===== src/design/tzpt_pkg.sv =====
package tzpt_pkg;

	// fraction bits of the tangent inputs and of the sensor-frame point
	localparam int TAN_FRAC = 13;

	// configuration port
	localparam int CFG_W     = 16;
	localparam int CFG_IDX_W = 3;

	// result coordinates
	localparam int OUT_W   = 18;
	localparam int OUT_MAX = 131071;
	localparam int OUT_MIN = -131072;

	// tangent input width
	localparam int TAN_W = 16;

	// configuration register indexes
	typedef enum logic [CFG_IDX_W-1:0] {
		REG_YAW_COS   = 3'd0,
		REG_YAW_SIN   = 3'd1,
		REG_PITCH_COS = 3'd2,
		REG_PITCH_SIN = 3'd3,
		REG_MOUNT_X   = 3'd4,
		REG_MOUNT_Y   = 3'd5,
		REG_MOUNT_Z   = 3'd6
	} cfg_reg_t;

endpackage


===== src/design/tzpt_out.sv =====
// Stage 6: mounting offset, saturation, no-return masking; holds the result register.
module tzpt_out #(
	parameter int RW = 24,
	parameter int YW = 22,
	localparam int MW = (RW > YW) ? RW : YW,
	localparam int SW = ((MW > tzpt_pkg::CFG_W + 1) ? MW : tzpt_pkg::CFG_W + 1) + 1
) (
	input  logic                                clk,
	input  logic                                arst_n,
	input  logic                                in_valid,
	output logic                                in_ready,
	input  logic signed [RW-1:0]                rx,
	input  logic signed [YW-1:0]                ry,
	input  logic signed [RW-1:0]                rz,
	input  logic                                nz,
	input  logic                                left,
	input  logic signed [tzpt_pkg::CFG_W-1:0]   mount_x,
	input  logic signed [tzpt_pkg::CFG_W-1:0]   mount_y,
	input  logic signed [tzpt_pkg::CFG_W-1:0]   mount_z,
	output logic                                out_valid,
	input  logic                                out_ready,
	output logic signed [tzpt_pkg::OUT_W-1:0]   point_x,
	output logic signed [tzpt_pkg::OUT_W-1:0]   point_y,
	output logic signed [tzpt_pkg::OUT_W-1:0]   point_z,
	output logic                                point_valid
);
	import tzpt_pkg::*;

	localparam logic signed [SW-1:0] SAT_HI = SW'(OUT_MAX);
	localparam logic signed [SW-1:0] SAT_LO = SW'(OUT_MIN);

	logic                    v_s6, rdy_s6;
	logic signed [SW-1:0]    sum_x, sum_y, sum_z, off_y;
	logic signed [OUT_W-1:0] x_s6, y_s6, z_s6;
	logic                    nz_s6;

	function automatic logic signed [OUT_W-1:0] sat(input logic signed [SW-1:0] v);
		logic signed [OUT_W-1:0] r;
		if (v > SAT_HI) r = OUT_W'(SAT_HI);
		else if (v < SAT_LO) r = OUT_W'(SAT_LO);
		else r = OUT_W'(v);
		return r;
	endfunction

	assign rdy_s6   = !v_s6 || out_ready;
	assign in_ready = rdy_s6;

	always_ff @(posedge clk or negedge arst_n) begin
		if (!arst_n) begin
			v_s6 <= 1'b0;
		end else if (rdy_s6) begin
			v_s6 <= in_valid;
		end
	end

	// y offset sign follows the sensor side
	always_comb begin
		off_y = left ? SW'(mount_y) : -SW'(mount_y);
		sum_x = SW'(rx) + SW'(mount_x);
		sum_y = SW'(ry) + off_y;
		sum_z = SW'(rz) + SW'(mount_z);
	end

	// no return gives zero coordinates
	always_ff @(posedge clk) begin
		if (rdy_s6) begin
			x_s6  <= nz ? sat(sum_x) : '0;
			y_s6  <= nz ? sat(sum_y) : '0;
			z_s6  <= nz ? sat(sum_z) : '0;
			nz_s6 <= nz;
		end
	end

	assign out_valid   = v_s6;
	assign point_x     = x_s6;
	assign point_y     = y_s6;
	assign point_z     = z_s6;
	assign point_valid = nz_s6;

endmodule


===== config.mk =====
export PLATFORM = sky130hd
export DESIGN_NAME = tzpt_out
export DESIGN_NICKNAME = d
export VERILOG_FILES = /design/src/design/tzpt_pkg.sv /design/src/design/tzpt_out.sv
export SDC_FILE = /design/constraint.sdc
export NUM_CORES = 1
export LEC_CHECK = 0
export BUFFER_PORTS_ARGS = -buffer_cell sky130_fd_sc_hd__buf_2
export CAP_MARGIN = 20
export CORE_UTILIZATION = 54
export DETAILED_ROUTE_END_ITERATION = 8
export PLACE_DENSITY = 0.81
export SETUP_SLACK_MARGIN = 0.3
export SLEW_MARGIN = 30
export SYNTH_ARGS = -nofsm -noshare
export SYNTH_HDL_FRONTEND = slang
export SYNTH_SLANG_ARGS = --single-unit
export TNS_END_PERCENT = 1

===== constraint.sdc =====
create_clock -name clk -period 2.9 [get_ports clk]
set_input_delay 0.435 -clock clk [delete_from_list [all_inputs] [get_ports clk]]
set_output_delay 0.435 -clock clk [all_outputs]
set_load 0.01 [all_outputs]

==> flow_summary.json <==
{
  "outcome": "finished with violations",
  "violations": "negative setup slack",
  "final_cell_area_sq_um": 9578,
  "drive_above_1_share_pct": 47.43,
  "irDropWorstVdd_mv": 0.3505,
  "max_freq_mhz": 230.0,
  "gr-total-overflow": 0,
  "ys_ff_latch": 56,
  "ys.flop_type": "edfxtp_1",
  "worst_ep_required_time_ns": 2.94,
  "synth_edf_count": 55,
  "crit_path_start_kind": "input pin",
  "synth_top_area_share_pct": 26.01,
  "vias": 7449,
  "yosysSeqAreaShare_pct": 26.41,
  "rsz0062_at_grt": "true",
  "placed_area_sq_um": 8967,
  "die_x_microns": 110.4,
  "grtUsageMet2_pct": 64.10,
  "place_inst": 1203,
  "grt_util_met1_pct": 36.58,
  "clk_pin_slew_ns": 0.07,
  "track_usage_pct": 34.33,
  "gr-usage-met3_pct": 5.214,
  "cp_slowest_stage_delay_ns": 0.56,
  "hpwl_microns": 15650,
  "htree_levels": 2,
  "post-place-ws_ns": -1.742,
  "rows": 39,
  "period_share_pct": 149.9,
  "drt-initial-drc-count": 508,
  "synth_largest_area_cell": "edfxtp_1",
  "postRouteAntennaNets": 0,
  "tritoncts": "built",
  "p_leak_nw": 4.541,
  "port_buffers": 180,
  "layoutNonFillerInstCount": 1215,
  "die_h_microns": 110.4,
  "fin_nets": 1271,
  "cts.sinks": 56,
  "synth_cell_types": 75,
  "critPathCaptureType": "flip-flop",
  "most-common-layout-cells": "buf_4 (199), buf_2 (177), ha_1 (59)",
  "io_pins": 181,
  "core_sq_um": 11420,
  "path_max_fanout": 17,
  "syn-instance-count": 699,
  "setup_ws_ns": -1.448,
  "maxSlewViolCount": 0,
  "powerDensity_nw_per_um2": 428.9,
  "crit_chain": "buf_2 > or4_4 > and4bb_1 > nor3b_4 > a21oi_2 > mux2_2 > ha_4 > and2_1 > a21oi_2 > nand2_1 > o31ai_1 > o21ai_1 > xnor2_1 > or4_4 > o311ai_4 > buf_12 > o31ai_1",
  "finalClockSkew_ns": 0.001554,
  "grt_max_degree": 57,
  "arrival_ns": 4.39,
  "synthTopCellsByArea": "edfxtp_1 (26%), ha_1 (15%), xor2_1 (5.8%)",
  "drv_cap": 0,
  "first_global_vias": 7474,
  "cts-root-buf": "clkbuf_16",
  "areaGrowthSynthToFinish_pct": 50.87,
  "finalHoldViolations": 0,
  "cts_buffer_depth": 2,
  "die-area_sq_um": 12190,
  "viasPerCell": 6.131,
  "wirelength_microns": 22190,
  "grt-busiest-layer": "met2",
  "drc": 0,
  "max_slew_margin_pct": 50.70,
  "finalSetupViolations": 40,
  "grt_pass1_wl_microns": 34410,
  "syn-cell-area_sq_um": 6349,
  "antenna_found_initial": 1,
  "place_congestion": 0.9753,
  "worst_pin_slew_ns": 0.7395,
  "ys.warnings.count": 0,
  "critPathSlowestCell": "or4_4",
  "routedWlPerCell_microns": 18.26,
  "clock_latency_ns": 0.30,
  "fin_tns_setup_ns": -28.24,
  "syn_avg_cell_area_sq_um": 9.082,
  "fin_util_pct": 83.88,
  "drtPass1Iterations": 5,
  "async_flop_share_pct": 1.786,
  "syn_nets": 900,
  "min_period_ns": 4.348,
  "final_common_cell": "buf_4",
  "start_util_pct": 55.60,
  "path_class": "input pin to flip-flop",
  "worstHoldPathType": "input pin to flip-flop",
  "numCtsBuffers": 5
}
[worst max-delay path: cells and delay by family]
family          cells  cell delay, ns
fa+ha+maj           1            0.22
simple gates        6            1.96
xor+xnor            1            0.16
mux                 1            0.31
compound gates      6            1.01
buf+inv             2            0.29
[cells in the mapped netlist (3+ instances only)]
| library cell | n |
|---|---|
| ha_1 | 74 |
| a211oi_1 | 11 |
| a31oi_1 | 15 |
| o21ai_0 | 54 |
| nor2_1 | 38 |
| o211ai_1 | 8 |
| o21a_1 | 6 |
| edfxtp_1 | 55 |
| o21bai_1 | 5 |
| a21oi_1 | 69 |
| nand4_1 | 8 |
| fa_1 | 3 |
| a21oi_2 | 3 |
| and3_1 | 8 |
| nand2_1 | 44 |
| buf_2 | 3 |
| a31o_2 | 19 |
| clkbuf_1 | 14 |
| nand3_1 | 7 |
| buf_6 | 3 |
| xnor2_1 | 35 |
| inv_1 | 20 |
| and4_1 | 3 |
| o31ai_1 | 18 |
| nand2b_1 | 12 |
| nor2b_1 | 4 |
| a21o_1 | 35 |
| nor3_1 | 15 |
| xor2_1 | 42 |
| mux2_2 | 5 |
| and2_1 | 6 |
[state kept, by name, indices dropped and copies added, names as in the netlist]
register     cells
point_x         18
point_y         18
point_z         18
out_valid        1
point_valid      1
[where the power goes]
group	switching (mW)	internal (mW)	leakage (nW)
logic	1.20	1.09	3.88
registers	0.0419	1.08	0.580
clock network	0.294	0.407	0.0814
total	1.53	2.58	4.54
[routing by layer]
metal | vias to the layer above | wire (microns)
met3 | 120 | 1521
met2 | 435 | 11620
met1 | 3453 | 7821
li1 | 3441 | -
met5 | - | 0
met4 | 0 | 1224
[final timing paths]
check / slack, ns / cells past startpoint / from / to
max: -1.45 / 17 / mount_y[6] / point_y[5]
min: 0.33 / 2 / in_valid / out_valid
max reg2reg: 1.43 / 2 / out_valid / point_y[8]
min reg2reg: 1.01 / 3 / out_valid / out_valid
max in group asynchronous: 2.39 / 2 / arst_n / out_valid
min in group asynchronous: 0.43 / 2 / arst_n / out_valid
[layout make-up]
cell class | count | area, sq um
Antenna cell | 1 | 2.502
Clock buffer | 5 | 125.1
Clock inverter | 3 | 42.54
Fill cell | 680 | 1841
Inverter | 21 | 78.83
Multi-Input combinational cell | 602 | 4979
Sequential cell | 56 | 1677
Tap cell | 143 | 178.9
Timing Repair Buffer | 384 | 2495
[logic make-up after synthesis]
logic type / Yosys count / synth area share, %
AOI/OAI and AO/OA: 281 / 30.43
and+or+nand+nor: 159 / 12.75
xor gates and xnor gates: 78 / 10.88
adders and majority gates: 77 / 15.53
DFF: 56 / 26.41
buffers and inverters: 42 / 2.956
muxes: 6 / 1.044
[through the flow]
step	total power [mW]	hold WS, ns
2_1_floorplan	2.321	0.1394
3_3_place_gp	3.103	0.2112
3_5_place_dp	3.184	0.2130
4_1_cts	3.940	0.3450
5_1_grt	4.316	0.3464
6_report	4.108	0.3336
[what timing repair did]
item / in CTS / in global routing
setup endpoints to repair: 54 / 54
gates cloned: 0 / 1
hold buffers: 1 / 0
pin swaps: 22 / 11
hold endpoints to repair: 1 / 0
resized for setup: 48 / 46
buffers inserted: 1 / 0
Power figures use the tool's default switching activity.
